$ cat src/rtl/sip_date_field_parser_defines.svh
// assertion macros shared by the date parser modules
`ifndef SIP_DATE_FIELD_PARSER_DEFINES_SVH
`define SIP_DATE_FIELD_PARSER_DEFINES_SVH

// concurrent assertion, sampled on clk_i, off while rst_ni is low
`define SDP_ASSERT(lbl, prop, msg) \
  lbl: assert property (@(posedge clk_i) disable iff (!rst_ni) (prop)) else $error(msg);

// condition in one cycle implies a consequence in the next
`define SDP_ASSERT_NEXT(lbl, pre, post, msg) \
  `SDP_ASSERT(lbl, (pre) |=> (post), msg)

`endif

$ cat src/rtl/sdp_pkg.sv
// shared types, constants and helpers of the date field parser
`timescale 1ns / 1ps

package sdp_pkg;

  // character constants
  localparam logic [7:0] ChColon = 8'h3A;
  localparam logic [7:0] ChComma = 8'h2C;
  localparam logic [7:0] ChZero  = 8'h30;
  localparam logic [7:0] ChNine  = 8'h39;
  localparam logic [7:0] ChSpace = 8'h20;
  localparam logic [7:0] ChTab   = 8'h09;

  // result status codes
  localparam logic [1:0] StOk    = 2'd0;
  localparam logic [1:0] StEarly = 2'd1;
  localparam logic [1:0] StBad   = 2'd2;

  // token queue between classifier and parser
  localparam int unsigned FifoDepth = 4;
  localparam int unsigned FifoPtrW  = $clog2(FifoDepth);
  localparam int unsigned FifoCntW  = FifoPtrW + 1;

  typedef logic [FifoPtrW-1:0] fifo_ptr_t;
  typedef logic [FifoCntW-1:0] fifo_cnt_t;

  // classified character
  typedef struct packed {
    logic [7:0] ch;
    logic [3:0] digit;
    logic       is_ws;
    logic       is_dig;
    logic       is_colon;
    logic       is_comma;
    logic       is_mon1;
    logic       eos;
  } token_t;

  function automatic logic first_letter_known(input logic [7:0] c);
    return (c == "J") || (c == "F") || (c == "M") || (c == "A") ||
           (c == "S") || (c == "O") || (c == "N") || (c == "D");
  endfunction

  // month index from the three letters, case sensitive
  function automatic logic [3:0] decode_month(input logic [7:0] l1,
                                              input logic [7:0] l2,
                                              input logic [7:0] l3);
    logic [3:0] m;
    case (l1)
      "J":     m = (l2 == "a") ? 4'd0 : ((l3 == "n") ? 4'd5 : 4'd6);
      "F":     m = 4'd1;
      "M":     m = (l3 == "r") ? 4'd2 : 4'd4;
      "A":     m = (l2 == "p") ? 4'd3 : 4'd7;
      "S":     m = 4'd8;
      "O":     m = 4'd9;
      "N":     m = 4'd10;
      default: m = 4'd11;
    endcase
    return m;
  endfunction

endpackage

$ cat src/rtl/sdp_if.sv
// channel interfaces of the date field parser
`timescale 1ns / 1ps

interface sdp_in_if;
  logic       valid;
  logic       ready;
  logic [7:0] ch;
  logic       end_of_string;

  modport source (output valid, output ch, output end_of_string, input ready);
  modport sink   (input valid, input ch, input end_of_string, output ready);
endinterface

interface sdp_out_if;
  logic        valid;
  logic        ready;
  logic [6:0]  day;
  logic [3:0]  month;
  logic [13:0] year;
  logic [6:0]  hour;
  logic [6:0]  minute;
  logic [6:0]  second;
  logic [1:0]  status;

  modport source (output valid, output day, output month, output year, output hour,
                  output minute, output second, output status, input ready);
  modport sink   (input valid, input day, input month, input year, input hour,
                  input minute, input second, input status, output ready);
endinterface

$ cat src/rtl/sip_date_field_parser.sv
// top level of the date field parser
// usage:
//   in_i carries one ascii character per transaction (ch) plus end_of_string on
//   the last character of a date string; out_o carries one parsed result per
//   string: day, month, year, hour, minute, second and a status code
//   (ok, string ended before minutes, bad character)
// throughput: one character per cycle sustained; in_i.ready stays high while
//   the four-entry token queue has room, independent of parser state
// result path: the character that completes, fails or ends the string is written
//   into the queue when it is taken, and the parser steps it into the result
//   register once it reaches the head of the queue and out_o is not stalled
// reset: rst_ni clears the queue, the parser phase, all accumulators and the
//   result valid flag; the parser then waits for leading whitespace or a date
// stall: when out_o.ready is low the result is held, the parser stops pulling
//   tokens and the queue absorbs up to four more characters before in_i.ready
//   drops; no transaction is dropped or repeated
// after a result, characters up to end_of_string are consumed silently
`timescale 1ns / 1ps

module sip_date_field_parser (
  input logic       clk_i,
  input logic       rst_ni,
  sdp_in_if.sink    in_i,
  sdp_out_if.source out_o
);

  // classifier to queue
  logic            fr_valid, fr_ready;
  sdp_pkg::token_t fr_tok;

  // queue to parser
  logic            bk_valid, bk_ready;
  sdp_pkg::token_t bk_tok;

  // character classification, purely combinational
  sdp_front u_front (
    .in_i        (in_i),
    .tok_valid_o (fr_valid),
    .tok_o       (fr_tok),
    .tok_ready_i (fr_ready)
  );

  // decouples input acceptance from result back-pressure
  sdp_fifo u_fifo (
    .clk_i      (clk_i),
    .rst_ni     (rst_ni),
    .wr_valid_i (fr_valid),
    .wr_ready_o (fr_ready),
    .wr_tok_i   (fr_tok),
    .rd_valid_o (bk_valid),
    .rd_ready_i (bk_ready),
    .rd_tok_o   (bk_tok)
  );

  // parser state machine and result register
  sdp_back u_back (
    .clk_i       (clk_i),
    .rst_ni      (rst_ni),
    .tok_valid_i (bk_valid),
    .tok_ready_o (bk_ready),
    .tok_i       (bk_tok),
    .out_o       (out_o)
  );

endmodule

$ cat src/rtl/sdp_front.sv
// input side: accepts characters and classifies them into tokens
`timescale 1ns / 1ps

module sdp_front (
  sdp_in_if.sink          in_i,
  output logic            tok_valid_o,
  output sdp_pkg::token_t tok_o,
  input  logic            tok_ready_i
);

  logic [7:0] c;

  assign c           = in_i.ch;
  assign in_i.ready  = tok_ready_i;
  assign tok_valid_o = in_i.valid;

  always_comb begin
    tok_o.ch       = c;
    tok_o.digit    = c[3:0];
    tok_o.is_ws    = (c == sdp_pkg::ChSpace) || (c == sdp_pkg::ChTab);
    tok_o.is_dig   = (c >= sdp_pkg::ChZero) && (c <= sdp_pkg::ChNine);
    tok_o.is_colon = (c == sdp_pkg::ChColon);
    tok_o.is_comma = (c == sdp_pkg::ChComma);
    tok_o.is_mon1  = sdp_pkg::first_letter_known(c);
    tok_o.eos      = in_i.end_of_string;
  end

endmodule

$ cat src/rtl/sdp_fifo.sv
// short token queue between the classifier and the parser
`timescale 1ns / 1ps
`include "sip_date_field_parser_defines.svh"

module sdp_fifo (
  input  logic            clk_i,
  input  logic            rst_ni,
  input  logic            wr_valid_i,
  output logic            wr_ready_o,
  input  sdp_pkg::token_t wr_tok_i,
  output logic            rd_valid_o,
  input  logic            rd_ready_i,
  output sdp_pkg::token_t rd_tok_o
);

  sdp_pkg::token_t    mem_q [sdp_pkg::FifoDepth];
  sdp_pkg::fifo_ptr_t wr_ptr_q, rd_ptr_q;
  sdp_pkg::fifo_cnt_t count_q;
  logic               push, pop;

  assign wr_ready_o = (count_q != sdp_pkg::fifo_cnt_t'(sdp_pkg::FifoDepth));
  assign rd_valid_o = (count_q != '0);
  assign push       = wr_valid_i && wr_ready_o;
  assign pop        = rd_valid_o && rd_ready_i;
  assign rd_tok_o   = mem_q[rd_ptr_q];

  always_ff @(posedge clk_i) begin
    if (push) begin
      mem_q[wr_ptr_q] <= wr_tok_i;
    end
  end

  always_ff @(posedge clk_i or negedge rst_ni) begin
    if (!rst_ni) begin
      wr_ptr_q <= '0;
      rd_ptr_q <= '0;
      count_q  <= '0;
    end else begin
      if (push) begin
        wr_ptr_q <= sdp_pkg::fifo_ptr_t'(wr_ptr_q + 1'b1);
      end
      if (pop) begin
        rd_ptr_q <= sdp_pkg::fifo_ptr_t'(rd_ptr_q + 1'b1);
      end
      if (push && !pop) begin
        count_q <= sdp_pkg::fifo_cnt_t'(count_q + 1'b1);
      end else if (pop && !push) begin
        count_q <= sdp_pkg::fifo_cnt_t'(count_q - 1'b1);
      end
    end
  end

  `SDP_ASSERT(a_fifo_bound, count_q <= sdp_pkg::fifo_cnt_t'(sdp_pkg::FifoDepth), "fifo overfilled")
  `SDP_ASSERT_NEXT(a_fifo_inc, push && !pop, count_q == sdp_pkg::fifo_cnt_t'($past(count_q) + 1'b1), "fifo count did not grow")
  `SDP_ASSERT_NEXT(a_fifo_dec, pop && !push, count_q == sdp_pkg::fifo_cnt_t'($past(count_q) - 1'b1), "fifo count did not shrink")

endmodule

$ cat src/rtl/sdp_back.sv
// parser side: steps the date state machine per token and holds the result register
`timescale 1ns / 1ps
`include "sip_date_field_parser_defines.svh"

module sdp_back (
  input  logic            clk_i,
  input  logic            rst_ni,
  input  logic            tok_valid_i,
  output logic            tok_ready_o,
  input  sdp_pkg::token_t tok_i,
  sdp_out_if.source       out_o
);

  typedef enum logic [4:0] {
    PH_START      = 5'd0,
    PH_WEEKDAY    = 5'd1,
    PH_PRE_DAY    = 5'd2,
    PH_DAY        = 5'd3,
    PH_PRE_MONTH  = 5'd4,
    PH_MON2       = 5'd5,
    PH_MON3       = 5'd6,
    PH_PRE_YEAR   = 5'd7,
    PH_YEAR       = 5'd8,
    PH_PRE_HOUR   = 5'd9,
    PH_HOUR2      = 5'd10,
    PH_PRE_SEP    = 5'd11,
    PH_PRE_MIN    = 5'd12,
    PH_MIN2       = 5'd13,
    PH_PRE_COLON  = 5'd14,
    PH_PRE_SEC    = 5'd15,
    PH_SEC2       = 5'd16
  } phase_e;

  phase_e      phase_q, phase_d, eff;
  logic [2:0]  cnt_q, cnt_d;
  logic [15:0] letters_q, letters_d;
  logic [6:0]  day_q, day_d;
  logic [3:0]  month_q, month_d;
  logic [13:0] year_q, year_d;
  logic [6:0]  hour_q, hour_d;
  logic [6:0]  minute_q, minute_d;
  logic [6:0]  second_q, second_d;
  logic        done_q;
  logic        emit;
  logic [1:0]  st;
  logic        pop;

  logic        out_valid_q;
  logic [6:0]  out_day_q, out_hour_q, out_minute_q, out_second_q;
  logic [3:0]  out_month_q;
  logic [13:0] out_year_q;
  logic [1:0]  out_status_q;

  assign tok_ready_o = !out_valid_q || out_o.ready;
  assign pop         = tok_valid_i && tok_ready_o;

  always_comb begin
    cnt_d     = cnt_q;
    letters_d = letters_q;
    day_d     = day_q;
    month_d   = month_q;
    year_d    = year_q;
    hour_d    = hour_q;
    minute_d  = minute_q;
    second_d  = second_q;
    emit      = 1'b0;
    st        = sdp_pkg::StOk;

    // a non-digit ends the day or a long enough year and is reread by the next part
    eff = phase_q;
    if (phase_q == PH_DAY && !tok_i.is_dig) begin
      eff = PH_PRE_MONTH;
    end else if (phase_q == PH_YEAR && !tok_i.is_dig && cnt_q >= 3'd2) begin
      eff = PH_PRE_HOUR;
    end
    phase_d = eff;

    if (!done_q) begin
      unique case (eff)
        PH_START: begin
          if (!tok_i.is_ws) begin
            if (tok_i.is_dig) begin
              day_d   = 7'(tok_i.digit);
              phase_d = PH_DAY;
            end else if (tok_i.is_comma) begin
              phase_d = PH_PRE_DAY;
            end else begin
              phase_d = PH_WEEKDAY;
            end
          end
        end
        PH_WEEKDAY: begin
          if (tok_i.is_comma) begin
            phase_d = PH_PRE_DAY;
          end
        end
        PH_PRE_DAY: begin
          if (!tok_i.is_ws) begin
            if (tok_i.is_dig) begin
              day_d   = 7'(tok_i.digit);
              phase_d = PH_DAY;
            end else begin
              emit = 1'b1;
              st   = sdp_pkg::StBad;
            end
          end
        end
        PH_DAY: begin
          day_d   = 7'(day_q * 7'd10 + 7'(tok_i.digit));
          phase_d = PH_PRE_MONTH;
        end
        PH_PRE_MONTH: begin
          if (!tok_i.is_ws) begin
            if (tok_i.is_mon1) begin
              letters_d = {tok_i.ch, 8'h00};
              phase_d   = PH_MON2;
            end else begin
              emit = 1'b1;
              st   = sdp_pkg::StBad;
            end
          end
        end
        PH_MON2: begin
          letters_d = {letters_q[15:8], tok_i.ch};
          phase_d   = PH_MON3;
        end
        PH_MON3: begin
          month_d = sdp_pkg::decode_month(letters_q[15:8], letters_q[7:0], tok_i.ch);
          phase_d = PH_PRE_YEAR;
        end
        PH_PRE_YEAR: begin
          if (!tok_i.is_ws) begin
            if (tok_i.is_dig) begin
              year_d  = 14'(tok_i.digit);
              cnt_d   = 3'd1;
              phase_d = PH_YEAR;
            end else begin
              emit = 1'b1;
              st   = sdp_pkg::StBad;
            end
          end
        end
        PH_YEAR: begin
          if (tok_i.is_dig) begin
            year_d = 14'(year_q * 14'd10 + 14'(tok_i.digit));
            cnt_d  = 3'(cnt_q + 1'b1);
            if (cnt_q >= 3'd3) begin
              phase_d = PH_PRE_HOUR;
            end
          end else begin
            // fewer than two year digits
            emit = 1'b1;
            st   = sdp_pkg::StBad;
          end
        end
        PH_PRE_HOUR: begin
          if (!tok_i.is_ws) begin
            if (tok_i.is_dig) begin
              hour_d  = 7'(tok_i.digit);
              phase_d = PH_HOUR2;
            end else begin
              emit = 1'b1;
              st   = sdp_pkg::StBad;
            end
          end
        end
        PH_HOUR2: begin
          if (tok_i.is_dig) begin
            hour_d  = 7'(hour_q * 7'd10 + 7'(tok_i.digit));
            phase_d = PH_PRE_SEP;
          end else begin
            emit = 1'b1;
            st   = sdp_pkg::StBad;
          end
        end
        PH_PRE_SEP: begin
          // any non-blank character serves as separator
          if (!tok_i.is_ws) begin
            phase_d = PH_PRE_MIN;
          end
        end
        PH_PRE_MIN: begin
          if (!tok_i.is_ws) begin
            if (tok_i.is_dig) begin
              minute_d = 7'(tok_i.digit);
              phase_d  = PH_MIN2;
            end else begin
              emit = 1'b1;
              st   = sdp_pkg::StBad;
            end
          end
        end
        PH_MIN2: begin
          if (tok_i.is_dig) begin
            minute_d = 7'(minute_q * 7'd10 + 7'(tok_i.digit));
            phase_d  = PH_PRE_COLON;
          end else begin
            emit = 1'b1;
            st   = sdp_pkg::StBad;
          end
        end
        PH_PRE_COLON: begin
          if (!tok_i.is_ws) begin
            if (tok_i.is_colon) begin
              phase_d = PH_PRE_SEC;
            end else begin
              second_d = '0;
              emit     = 1'b1;
              st       = sdp_pkg::StOk;
            end
          end
        end
        PH_PRE_SEC: begin
          if (!tok_i.is_ws) begin
            if (tok_i.is_dig) begin
              second_d = 7'(tok_i.digit);
              phase_d  = PH_SEC2;
            end else begin
              emit = 1'b1;
              st   = sdp_pkg::StBad;
            end
          end
        end
        PH_SEC2: begin
          if (tok_i.is_dig) begin
            second_d = 7'(second_q * 7'd10 + 7'(tok_i.digit));
            emit     = 1'b1;
            st       = sdp_pkg::StOk;
          end else begin
            emit = 1'b1;
            st   = sdp_pkg::StBad;
          end
        end
        default: begin
          emit = 1'b1;
          st   = sdp_pkg::StBad;
        end
      endcase

      // string ended with nothing emitted yet
      if (!emit && tok_i.eos) begin
        emit = 1'b1;
        if (phase_d == PH_PRE_COLON || phase_d == PH_PRE_SEC || phase_d == PH_SEC2) begin
          st = sdp_pkg::StOk;
          if (phase_d != PH_PRE_COLON) begin
            second_d = '0;
          end
        end else begin
          st = sdp_pkg::StEarly;
        end
      end
    end
  end

  always_ff @(posedge clk_i or negedge rst_ni) begin
    if (!rst_ni) begin
      phase_q   <= PH_START;
      cnt_q     <= '0;
      letters_q <= '0;
      day_q     <= '0;
      month_q   <= '0;
      year_q    <= '0;
      hour_q    <= '0;
      minute_q  <= '0;
      second_q  <= '0;
      done_q    <= 1'b0;
    end else if (pop) begin
      if (tok_i.eos) begin
        phase_q   <= PH_START;
        cnt_q     <= '0;
        letters_q <= '0;
        day_q     <= '0;
        month_q   <= '0;
        year_q    <= '0;
        hour_q    <= '0;
        minute_q  <= '0;
        second_q  <= '0;
        done_q    <= 1'b0;
      end else begin
        phase_q   <= phase_d;
        cnt_q     <= cnt_d;
        letters_q <= letters_d;
        day_q     <= day_d;
        month_q   <= month_d;
        year_q    <= year_d;
        hour_q    <= hour_d;
        minute_q  <= minute_d;
        second_q  <= second_d;
        done_q    <= done_q || emit;
      end
    end
  end

  always_ff @(posedge clk_i or negedge rst_ni) begin
    if (!rst_ni) begin
      out_valid_q <= 1'b0;
    end else if (pop && emit) begin
      out_valid_q <= 1'b1;
    end else if (out_o.ready) begin
      out_valid_q <= 1'b0;
    end
  end

  always_ff @(posedge clk_i) begin
    if (pop && emit) begin
      out_day_q    <= day_d;
      out_month_q  <= month_d;
      out_year_q   <= year_d;
      out_hour_q   <= hour_d;
      out_minute_q <= minute_d;
      out_second_q <= second_d;
      out_status_q <= st;
    end
  end

  assign out_o.valid  = out_valid_q;
  assign out_o.day    = out_day_q;
  assign out_o.month  = out_month_q;
  assign out_o.year   = out_year_q;
  assign out_o.hour   = out_hour_q;
  assign out_o.minute = out_minute_q;
  assign out_o.second = out_second_q;
  assign out_o.status = out_status_q;

  `SDP_ASSERT_NEXT(a_eos_restart, pop && tok_i.eos, phase_q == PH_START && !done_q, "parser did not restart after end of string")
  `SDP_ASSERT(a_done_silent, (pop && done_q) |-> !emit, "result after parse already finished")
  `SDP_ASSERT(a_no_overwrite, (out_valid_q && !out_o.ready) |-> !pop, "result register overwritten while stalled")

endmodule

$ cat src/flat_wrapper.sv
// flat-port wrapper written by rule: the top's interface ports become plain ports
module sip_date_field_parser_flat 
  (clk_i, rst_ni, in_i_valid, in_i_ch, in_i_end_of_string, in_i_ready, out_o_valid, out_o_day, out_o_month, out_o_year, out_o_hour, out_o_minute, out_o_second, out_o_status, out_o_ready);
  sdp_in_if in_i_i ();
  sdp_out_if out_o_i ();
  input logic clk_i;
  input logic rst_ni;
  input wire logic [$bits(in_i_i.valid)-1:0] in_i_valid;
  input wire logic [$bits(in_i_i.ch)-1:0] in_i_ch;
  input wire logic [$bits(in_i_i.end_of_string)-1:0] in_i_end_of_string;
  output wire logic [$bits(in_i_i.ready)-1:0] in_i_ready;
  output wire logic [$bits(out_o_i.valid)-1:0] out_o_valid;
  output wire logic [$bits(out_o_i.day)-1:0] out_o_day;
  output wire logic [$bits(out_o_i.month)-1:0] out_o_month;
  output wire logic [$bits(out_o_i.year)-1:0] out_o_year;
  output wire logic [$bits(out_o_i.hour)-1:0] out_o_hour;
  output wire logic [$bits(out_o_i.minute)-1:0] out_o_minute;
  output wire logic [$bits(out_o_i.second)-1:0] out_o_second;
  output wire logic [$bits(out_o_i.status)-1:0] out_o_status;
  input wire logic [$bits(out_o_i.ready)-1:0] out_o_ready;
  assign in_i_i.valid = in_i_valid;
  assign in_i_i.ch = in_i_ch;
  assign in_i_i.end_of_string = in_i_end_of_string;
  assign in_i_ready = in_i_i.ready;
  assign out_o_valid = out_o_i.valid;
  assign out_o_day = out_o_i.day;
  assign out_o_month = out_o_i.month;
  assign out_o_year = out_o_i.year;
  assign out_o_hour = out_o_i.hour;
  assign out_o_minute = out_o_i.minute;
  assign out_o_second = out_o_i.second;
  assign out_o_status = out_o_i.status;
  assign out_o_i.ready = out_o_ready;
  sip_date_field_parser u_core (.clk_i(clk_i), .rst_ni(rst_ni), .in_i(in_i_i), .out_o(out_o_i));
endmodule
$ cat config.mk
export PLATFORM = sky130hd
export DESIGN_NAME = sip_date_field_parser_flat
export DESIGN_NICKNAME = d
export VERILOG_FILES = /design/src/rtl/sdp_pkg.sv /design/src/rtl/sdp_if.sv /design/src/rtl/sip_date_field_parser.sv /design/src/rtl/sdp_front.sv /design/src/rtl/sdp_fifo.sv /design/src/rtl/sdp_back.sv /design/src/flat_wrapper.sv
export VERILOG_INCLUDE_DIRS = /design/src /design/src/rtl
export SDC_FILE = /design/constraint.sdc
export NUM_CORES = 1
export LEC_CHECK = 0
export ABC_AREA = 0
export BUFFER_PORTS_ARGS = -buffer_cell sky130_fd_sc_hd__buf_2
export CAP_MARGIN = 25
export CORE_ASPECT_RATIO = 1.2
export CORE_MARGIN = 1.5
export CORE_UTILIZATION = 25
export DETAILED_ROUTE_END_ITERATION = 6
export PLACE_DENSITY_LB_ADDON = 0.15
export SYNTH_ARGS = -nofsm -noshare
export SYNTH_HDL_FRONTEND = slang
export SYNTH_SLANG_ARGS = --single-unit
export TNS_END_PERCENT = 100
$ cat constraint.sdc
create_clock -name clk_i -period 4.7 [get_ports clk_i]
set_input_delay 0.94 -clock clk_i [delete_from_list [all_inputs] [get_ports clk_i]]
set_output_delay 0.94 -clock clk_i [all_outputs]
set_load 0.005 [all_outputs]
==> flow_summary.json, run 1 <==
{
  "portBuffers": 62,
  "worstSetupPathType": "reg2reg",
  "hold_path.startpoint": "u_core.u_back.letters_q[14]",
  "critPathSlowestCell": "mux4_2",
  "crit_chain": "buf_4 -> mux4_2 -> or4_1 -> a2bb2oi_2 -> o32ai_1 -> or3b_2 -> o21ai_0 -> inv_2 -> buf_12",
  "placed_area_um2": 11400,
  "place_congestion": 0.925,
  "powerDensity_nw_per_um2": 557,
  "tightest_slew_ns": 0.807,
  "critPathLaunch": "u_core.u_fifo.rd_ptr_q[0]",
  "synth_seq_area_share_pct": 48.9,
  "yosys_warnings": 0,
  "h-tree-depth": 4,
  "cts-hold-fix-buffers": 0,
  "finish.net_count": 1078,
  "cts_tree": "done",
  "drive_gt1_share_pct": 15.3,
  "cts_buffers": 17,
  "die_h_um": 227,
  "reg2reg_from": "u_core.u_fifo.rd_ptr_q[0]",
  "first_pass_iters": 5,
  "drv_slew": 0,
  "grt_util_all_layers_pct": 13.9,
  "period_share_pct": 82.4,
  "clock_path_buffers": 2,
  "hold_viol_final": 0,
  "synth-seq-cells": 183,
  "syn-cell-area_um2": 10400,
  "critPathLaunchType": "register",
  "ant_nets": 0,
  "synthCells": 931,
  "status": "finished clean",
  "die_area_um2": 42900,
  "synthArstFlopShare_pct": 43.2,
  "grt_pass1_wl_um": 45600,
  "post-route-drc-count": 0,
  "diodes": 0,
  "fin_worst_skew_ns": 0.0126,
  "setup_viol": 0,
  "start_util_pct": 25.4,
  "antenna_found_initial": 0,
  "crit_arrival_ns": 4.06,
  "cp_max_fo": 39,
  "synth_edf_count": 104,
  "path_clk_slew_ns": 0.07,
  "overflow": 0,
  "cts_resized": 0,
  "clock_latency_ns": 0.46,
  "ir_drop_mv": 0.332,
  "syn_nets": 1013,
  "synth_cell_type_count": 78,
  "finalWirelength_um": 28500,
  "fmax_mhz": 258,
  "fin_setup_tns_ns": 0,
  "p_leak_nw": 4.91,
  "end_kind": "register",
  "rsz0062_at_grt": "no",
  "synthToLayoutAreaGrowth_pct": 15.6,
  "pin_count": 63,
  "rrSetupSlack_ns": 0.83,
  "drtIter0Drc": 462,
  "finalInstanceArea_um2": 12100,
  "ys.flop_type": "edfxtp_1",
  "maxSlewHeadroom_pct": 46.2,
  "core_um2": 40900,
  "hpwl_um": 20400,
  "drt-wirelength-per-cell_um": 18.4,
  "cts.sinks": 183,
  "post_drt_via_cell_ratio": 4.91,
  "maxCapViolCount": 0,
  "path_buf_inv": 3,
  "required_ns": 4.89,
  "fp-row-count": 81,
  "cts_setup_buffers": 0,
  "fin_crit_ns": 3.87,
  "max_stage_delay_ns": 0.76,
  "synth.avg_cell_area_um2": 11.2,
  "cpLargestDelayFamily": "simple AND/OR/NAND/NOR gates",
  "grt_pass1_vias": 7839,
  "root_buffer": "clkbuf_16",
  "hold_class": "reg2reg",
  "grt_max_degree": 56,
  "die_w_um": 189,
  "num_vias": 7595
}
## final timing paths
kind / cells past startpoint / to
min in group asynchronous: 1 / u_core.u_back.minute_q[5]
max reg2reg: 9 / u_core.u_back.out_o.second[3]
min reg2reg: 2 / u_core.u_back.letters_q[14]
max in group asynchronous: 2 / u_core.u_back.second_q[0]
min: 2 / u_core.u_back.letters_q[14]
max: 9 / u_core.u_back.out_o.second[3]
## registers in the layout, indices dropped and copies added (netlist names), 4 cells and up
| register | cells |
|---|---|
| u_core.u_back.day_q | 7 |
| u_core.u_back.hour_q | 7 |
| u_core.u_back.letters_q | 16 |
| u_core.u_back.minute_q | 7 |
| u_core.u_back.month_q | 4 |
| u_core.u_back.out_o.day | 7 |
| u_core.u_back.out_o.hour | 7 |
| u_core.u_back.out_o.minute | 7 |
| u_core.u_back.out_o.month | 4 |
| u_core.u_back.out_o.second | 7 |
| u_core.u_back.out_o.year | 14 |
| u_core.u_back.phase_q | 5 |
| u_core.u_back.second_q | 7 |
| u_core.u_back.year_q | 14 |
| u_core.u_fifo.mem_q | 56 |
## cells in the final DEF (no fill, tap or decap), types with 12 or more instances in the layout
| master | count |
|---|---|
| a21o_1 | 13 |
| a21oi_1 | 47 |
| a22o_1 | 66 |
| buf_2 | 61 |
| buf_4 | 24 |
| clkbuf_16 | 17 |
| dfrtp_1 | 79 |
| edfxtp_1 | 104 |
| ha_1 | 58 |
| inv_1 | 35 |
| mux4_2 | 14 |
| nand2_1 | 88 |
| nand2b_1 | 16 |
| nand3_1 | 13 |
| nor2_1 | 55 |
| nor3_1 | 21 |
| o21ai_0 | 53 |
| xnor2_1 | 38 |
| xor2_1 | 12 |
## cells in the mapped netlist (3+ instances only)
cell,number,area [um^2]
edfxtp_1,104,3120
nand2_1,88,330
dfrtp_1,79,1980
a22o_1,66,578
ha_1,58,726
nor2_1,56,210
o21ai_0,53,265
a21oi_1,47,235
xnor2_1,38,333
inv_1,36,135
clkbuf_1,27,101
nor3_1,21,105
nand2b_1,16,100
mux4_2,14,315
a21o_1,13,97.6
nand3_1,13,65.1
xor2_1,12,105
fa_1,11,220
o22ai_1,10,62.6
and3_1,9,56.3
nand3b_1,8,60.1
nor4_1,8,50.1
or3_1,8,50.1
a31oi_1,7,43.8
buf_1,7,26.3
nor2b_1,7,43.8
mux2_2,6,67.6
buf_2,5,25.0
nor3b_1,5,37.5
o21a_1,5,37.5
o21ai_1,5,25.0
a22oi_1,4,30.0
a311oi_1,4,35.0
a32o_1,4,40.0
mux2i_1,4,40.0
nand4_1,4,25.0
o21bai_1,4,30.0
o41ai_1,4,35.0
a211o_1,3,26.3
a211oi_1,3,22.5
o2bb2ai_1,3,26.3
o31ai_1,3,22.5
or2_2,3,18.8
## final cells by class
type                    count  area (um^2)
flip-flops and latches    183         5100
multi-input cells         670         5020
clock inverters            15          181
well taps                 539          674
fillers                  4277        28900
repair buffers             86          505
clock buffers              17          425
inverters                  38          143
## through the flow
step                      worst slack (ns)  util, %  hold WS, ns  power (mW)  cells
final                                0.827     29.4        0.488        6.72   1548
after global placement               0.912     27.9        0.466        5.30   1516
after CTS                            0.805     29.4        0.491        6.84   1548
after global routing                 0.552     29.4        0.523        7.19   1548
after floorplan                       1.15        -        0.444        4.16    931
after detailed placement             0.836     27.9        0.473        5.31   1516
## worst min-delay path: cells and delay by family, from the launching register on
| kind | cells | cell delay, ns |
|---|---|---|
| flops | 1 | 0.35 |
| compound gates | 1 | 0.06 |
| simple gates | 1 | 0.05 |
## per-layer routing
layer / track usage, % / vias up / wire length, um
met5: 0 / - / 0
met4: 5.91 / 0 / 774
met3: 2.18 / 48 / 941
met2: 23.0 / 160 / 13600
met1: 18.1 / 3749 / 13200
li1: - / 3638 / -
## cell families (layout without fill, tap and decap cells)
| kind of cell | after synthesis | after routing | share of synthesized area, % |
|---|---|---|---|
| compound gates | 263 | 263 | 18.0 |
| xor+xnor | 51 | 51 | 4.42 |
| fa+ha+maj | 70 | 70 | 9.17 |
| buf+inv | 78 | 156 | 2.94 |
| flops | 183 | 183 | 48.9 |
| mux | 24 | 24 | 4.06 |
| simple gates | 262 | 262 | 12.5 |
## where the power goes
group | switching, mW | internal [mW]
Combinational | 1.85 | 0.934
Clock | 0.723 | 0.764
Sequential | 0.221 | 2.22
Total | 2.80 | 3.92
(Power assumes the default switching activity.)
==> run 2: changes to the inputs <==
==> constraint.sdc (replaced) <==
create_clock -name clk_i -period 3.55 [get_ports clk_i]
set_input_delay 0.71 -clock clk_i [delete_from_list [all_inputs] [get_ports clk_i]]
set_output_delay 0.71 -clock clk_i [all_outputs]
set_load 0.005 [all_outputs]
==> run 2 against run 1 <==
Clock-buffer cell count is 1 higher. Power is 36% higher. Wire length is 0.85% higher. Non-clock buffer count is 28 higher. Final cell count is 1.8% higher. Largest power group unchanged.
==> flow_summary.json, run 2 (same netlist as run 1, synthesis figures left out) <==
{
  "reg2reg_from": "u_core.u_back.year_q[3]",
  "drive_gt1_share_pct": 17.9,
  "maxCapViolCount": 0,
  "cp_max_fo": 3,
  "r2r-end": "u_core.u_back.out_o.year[13]",
  "worstSetupPathType": "reg2reg",
  "crit_arrival_ns": 3.60,
  "largest_reg_flops": 56,
  "grt_util_all_layers_pct": 13.9,
  "die_area_um2": 42900,
  "p_sw_mw": 3.75,
  "post_drt_via_cell_ratio": 4.91,
  "hold_class": "in2async",
  "layout_commonest_cell": "edfxtp_1",
  "setup_viol": 0,
  "root_buffer": "clkbuf_16",
  "h-tree-depth": 4,
  "fp-row-count": 81,
  "pwr-share-seq_pct": 35.2,
  "cts_buffers": 17,
  "setup_ws_ns": 0.133,
  "overflow": 0,
  "cts-hold-fix-buffers": 0,
  "drt-wirelength-per-cell_um": 18.2,
  "grt_max_degree": 80,
  "die_h_um": 227,
  "preCtsSetupSlack_ns": 0.0252,
  "maxSlewHeadroom_pct": 38.7,
  "start_util_pct": 25.4,
  "die_w_um": 189,
  "reg_top3": "u_core.u_fifo.mem_q x56, u_core.u_back.letters_q x16",
  "hpwl_um": 20700,
  "grt_pass1_vias": 7854,
  "clkPwrFrac_pct": 21.8,
  "grt_pass1_wl_um": 45700,
  "use_met1_pct": 18.4,
  "regMostFlops": "u_core.u_fifo.mem_q",
  "diodes": 0,
  "ir_drop_mv": 0.466,
  "first_pass_iters": 5,
  "cts_tree": "done",
  "portBuffers": 62,
  "fin_setup_tns_ns": 0,
  "fmax_mhz": 293,
  "r2r_cells": 12,
  "period_share_pct": 96.3,
  "p_leak_nw": 5.07,
  "place_congestion": 0.903,
  "tightest_slew_ns": 0.914,
  "required_ns": 3.73,
  "cts.sinks": 183,
  "critPathLaunchType": "register",
  "power_mw": 9.12,
  "p_int_mw": 5.37,
  "finalWirelength_um": 28800,
  "num_vias": 7742,
  "hold_viol_final": 0,
  "end_kind": "register",
  "path_clk_slew_ns": 0.09,
  "drv_slew": 0,
  "rrSetupSlack_ns": 0.13,
  "drtIter0Drc": 547,
  "clock_path_buffers": 2,
  "finish.net_count": 1106,
  "core_um2": 40900,
  "post-route-drc-count": 0,
  "clock_latency_ns": 0.45,
  "met2_usage_pct": 22.9,
  "multi_input_area_um2": 5040,
  "powerDensity_nw_per_um2": 741,
  "pin_count": 63,
  "power_frac_comb_pct": 43.0,
  "ff_latch_area_um2": 5100,
  "fin_crit_ns": 3.42,
  "fin_worst_skew_ns": 0.0178,
  "whs_ns": 0.314,
  "switching_share_pct": 41.1,
  "top_usage_layer": "met2",
  "synthToLayoutAreaGrowth_pct": 18.1,
  "gr-usage-met3_pct": 2.01,
  "final_cell_mix": "edfxtp_1 (104), nand2_1 (88), dfrtp_1 (77)",
  "antenna_found_initial": 0,
  "fillers": 4300,
  "status": "finished clean",
  "ant_nets": 0,
  "rsz0062_at_grt": "no"
}
## run 2: metal layers
layer / wire length (um) / vias to the layer above
met5: 0 / -
met2: 13700 / 166
met3: 969 / 38
met1: 13400 / 3845
li1: - / 3693
met4: 674 / 0
## run 2: cell type report
class,count,area share (%)
clock buffers,18,3.49
clock inverters,14,1.44
inverters,38,1.16
multi-input cells,670,40.9
flip-flops and latches,183,41.5
well taps,539,5.48
repair buffers,114,6.02
## run 2: timing repair
item / 4_1_cts / 5_1_grt
setup buffers: 0 / 1
endpoints found under the hold margin: 0 / 0
endpoints found under the setup margin: 1 / 55
gates resized for setup: 1 / 4
## run 2: how the worst max path moves through the flow
stage / from / end / slack, ns
after global routing: u_core.u_back.year_q[3] / u_core.u_back.out_o.year[13] / 0.001
after CTS: u_core.u_back.year_q[3] / u_core.u_back.out_o.year[13] / 0.09
final: u_core.u_back.year_q[3] / u_core.u_back.out_o.year[13] / 0.13
after global placement: u_core.u_back.year_q[2] / u_core.u_back.out_o.year[13] / 0.07
after detailed placement: u_core.u_back.year_q[2] / u_core.u_back.out_o.year[13] / 0.03
after floorplan: u_core.u_fifo.rd_ptr_q[0] / u_core.u_back.out_o.day[0] / 0.002
## run 2: per-stage QoR
stage / instances / cell area (um^2) / utilization [%]
2_1_floorplan: 931 / 10400 / -
3_3_place_gp: 1543 / 11700 / 28.5
3_5_place_dp: 1543 / 11700 / 28.5
4_1_cts: 1575 / 12300 / 30.0
5_1_grt: 1576 / 12300 / 30.1
6_report: 1576 / 12300 / 30.1
## run 2: worst max-delay path: stages (launching register included)
cell and delay [ns]:
dfrtp_2 0.44, ha_1 0.28, ha_1 0.21, inv_1 0.07
fa_1 0.20, nor2b_1 0.06, o21a_1 0.20, o211a_1 0.24
or3_1 0.39, and3_1 0.21, or4bb_1 0.51, xnor3_1 0.26
o21ai_0 0.11
## run 2: power groups by stage
stage | Clock, mW | Sequential (mW) | Combinational, mW
global route | 2.13 | 3.28 | 4.35
detailed placement | 0 | 3.27 | 3.98
finish | 1.99 | 3.21 | 3.92
floorplan | 0 | 3.21 | 2.29
CTS | 2.06 | 3.22 | 4.00
global placement | 0 | 3.27 | 4.02
==> run 3: changes to the inputs <==
--- a/config.mk
+++ b/config.mk
@@ -14,6 +14,7 @@
 export CORE_UTILIZATION = 25
 export DETAILED_ROUTE_END_ITERATION = 6
 export PLACE_DENSITY_LB_ADDON = 0.15
+export RECOVER_POWER = 25
 export SYNTH_ARGS = -nofsm -noshare
 export SYNTH_HDL_FRONTEND = slang
 export SYNTH_SLANG_ARGS = --single-unit
==> run 3 against run 2 <==
Critical path type unchanged. The flow now finishes with violations (capacitance limit, slew limit). Via count fell by 0.30%. Clock skew hardly changed. Register-to-register slack about the same. Global-route usage unchanged. Wire length about the same. Design area fell by 0.21%. Sequential cell count stayed put. Die area stayed put. Clock power barely moved. Worst setup slack hardly changed.
==> flow_summary.json, run 3 (same netlist as run 1, synthesis figures left out) <==
{
  "fin_setup_tns_ns": 0,
  "num_vias": 7719,
  "root_buffer": "clkbuf_16",
  "drive_gt1_share_pct": 17.1,
  "reg_top3": "u_core.u_fifo.mem_q x56, u_core.u_back.letters_q x16",
  "clock_path_buffers": 2,
  "place_congestion": 0.903,
  "cts_tree": "done",
  "drtIter0Drc": 553,
  "drv_slew": 80,
  "hold_viol_final": 0,
  "setup_viol": 0,
  "hold_path.startpoint": "u_core.u_back.letters_q[13]",
  "overflow": 0,
  "regMostFlops": "u_core.u_fifo.mem_q",
  "fin_util_pct": 30.0,
  "grt_pass1_vias": 7854,
  "die_w_um": 189,
  "grt_util_all_layers_pct": 13.9,
  "pin_count": 63,
  "h-tree-depth": 4,
  "hpwl_um": 20700,
  "critPathLaunchType": "register",
  "powerDensity_nw_per_um2": 742,
  "clock_latency_ns": 0.45,
  "start_util_pct": 25.4,
  "fmax_mhz": 293,
  "die_h_um": 227,
  "post_drt_via_cell_ratio": 4.90,
  "final_cell_mix": "edfxtp_1 (104), nand2_1 (88), dfrtp_1 (77)",
  "grt_max_degree": 80,
  "finalInstanceArea_um2": 12300,
  "cts_buffers": 17,
  "max_stage_delay_ns": 0.51,
  "finalWirelength_um": 28800,
  "grt_pass1_wl_um": 45700,
  "power_mw": 9.11,
  "fin_worst_skew_ns": 0.0177,
  "cts.sinks": 183,
  "crit_chain": "ha_1 -> ha_1 -> inv_1 -> fa_1 -> nor2b_1 -> o21a_1 -> o211a_1 -> or3_1 -> and3_1 -> or4bb_1 -> xnor3_1 -> o21ai_0",
  "status": "complete, but fails checks",
  "die_area_um2": 42900,
  "synthToLayoutAreaGrowth_pct": 17.8,
  "end_kind": "register",
  "tightest_slew_ns": 2.27,
  "cp_max_fo": 3,
  "violations": "capacitance limit, slew limit",
  "cts-hold-fix-buffers": 0,
  "ir_drop_mv": 0.466,
  "post-route-drc-count": 0,
  "maxCapViolCount": 1,
  "rsz0062_at_grt": "no",
  "diodes": 0,
  "drt-wirelength-per-cell_um": 18.3,
  "reg2reg_from": "u_core.u_back.year_q[3]",
  "maxSlewHeadroom_pct": -51.4,
  "p_leak_nw": 5.04,
  "portBuffers": 62,
  "placed_area_um2": 11700,
  "worstSetupPathType": "reg2reg",
  "required_ns": 3.73,
  "cpMostUsedCell": "ha_1",
  "fin_crit_ns": 3.42,
  "hold_class": "reg2reg",
  "core_um2": 40900,
  "finish.net_count": 1106,
  "path_clk_slew_ns": 0.08,
  "layout_commonest_cell": "edfxtp_1",
  "path_buf_inv": 1,
  "crit_arrival_ns": 3.60,
  "largest_reg_flops": 56,
  "ant_nets": 0,
  "fp-row-count": 81,
  "fillers": 4301,
  "antenna_found_initial": 0,
  "period_share_pct": 96.2,
  "critPathLaunch": "u_core.u_back.year_q[3]",
  "cpLargestDelayFamily": "simple AND/OR/NAND/NOR gates",
  "first_pass_iters": 6,
  "critPathSlowestCell": "or4bb_1"
}
## run 3: power by group
| part | leakage (nW) | internal [mW] | switching (mW) |
|---|---|---|---|
| clock | 0.294 | 1.02 | 0.971 |
| sequential | 2.07 | 2.95 | 0.261 |
| combinational | 2.67 | 1.40 | 2.51 |
| total | 5.04 | 5.37 | 3.74 |
## run 3: cell type report
cell class	instances	area (um^2)	area share, %
well taps	539	674	5.49
inverters	38	143	1.16
clock inverters	14	178	1.45
repair buffers	114	714	5.82
multi-input cells	670	5040	41.0
flip-flops and latches	183	5100	41.6
clock buffers	18	429	3.50
## run 3: per-stage QoR
step           hold WS (ns)  worst slack [ns]  cells
2_1_floorplan         0.414           0.00179    931
3_3_place_gp          0.464            0.0679   1543
3_5_place_dp          0.474            0.0252   1543
4_1_cts               0.312            0.0876   1575
5_1_grt               0.513           0.00126   1576
6_report              0.486             0.133   1576
## run 3: routing by layer
layer  vias up  GRT usage, %  wire length [um]
met5         -             0                 0
met4         0          5.20               663
met3        37          2.01               997
met2       167          22.9             13700
met1      3824          18.4             13400
li1       3691             -                 -
## run 3: worst paths after layout
| path | to | slack (ns) | cells past startpoint |
|---|---|---|---|
| min reg2reg | u_core.u_back.letters_q[13] | 0.49 | 2 |
| max | u_core.u_back.out_o.year[13] | 0.13 | 12 |
| min in group asynchronous | u_core.u_back.out_o.valid | 1.06 | 2 |
| max in group asynchronous | u_core.u_back.year_q[3] | 1.01 | 2 |
| max reg2reg | u_core.u_back.out_o.year[13] | 0.13 | 12 |
| min | u_core.u_back.letters_q[13] | 0.49 | 2 |
## run 3: repair_timing
action                                 4_1_cts  5_1_grt
setup endpoints to repair                    1       55
gates resized for setup                      1        4
endpoints found under the hold margin        0        0
buffers inserted                             0        1
## run 3: worst reg2reg max path: cells and delay by family (launching register included)
family                     cells  cell delay, ns
AOI/OAI and AO/OA              3            0.55
DFF                            1            0.44
xor gates and xnor gates       1            0.26
and+or+nand+nor                4            1.17
buffers and inverters          1            0.07
adders and majority gates      3            0.69
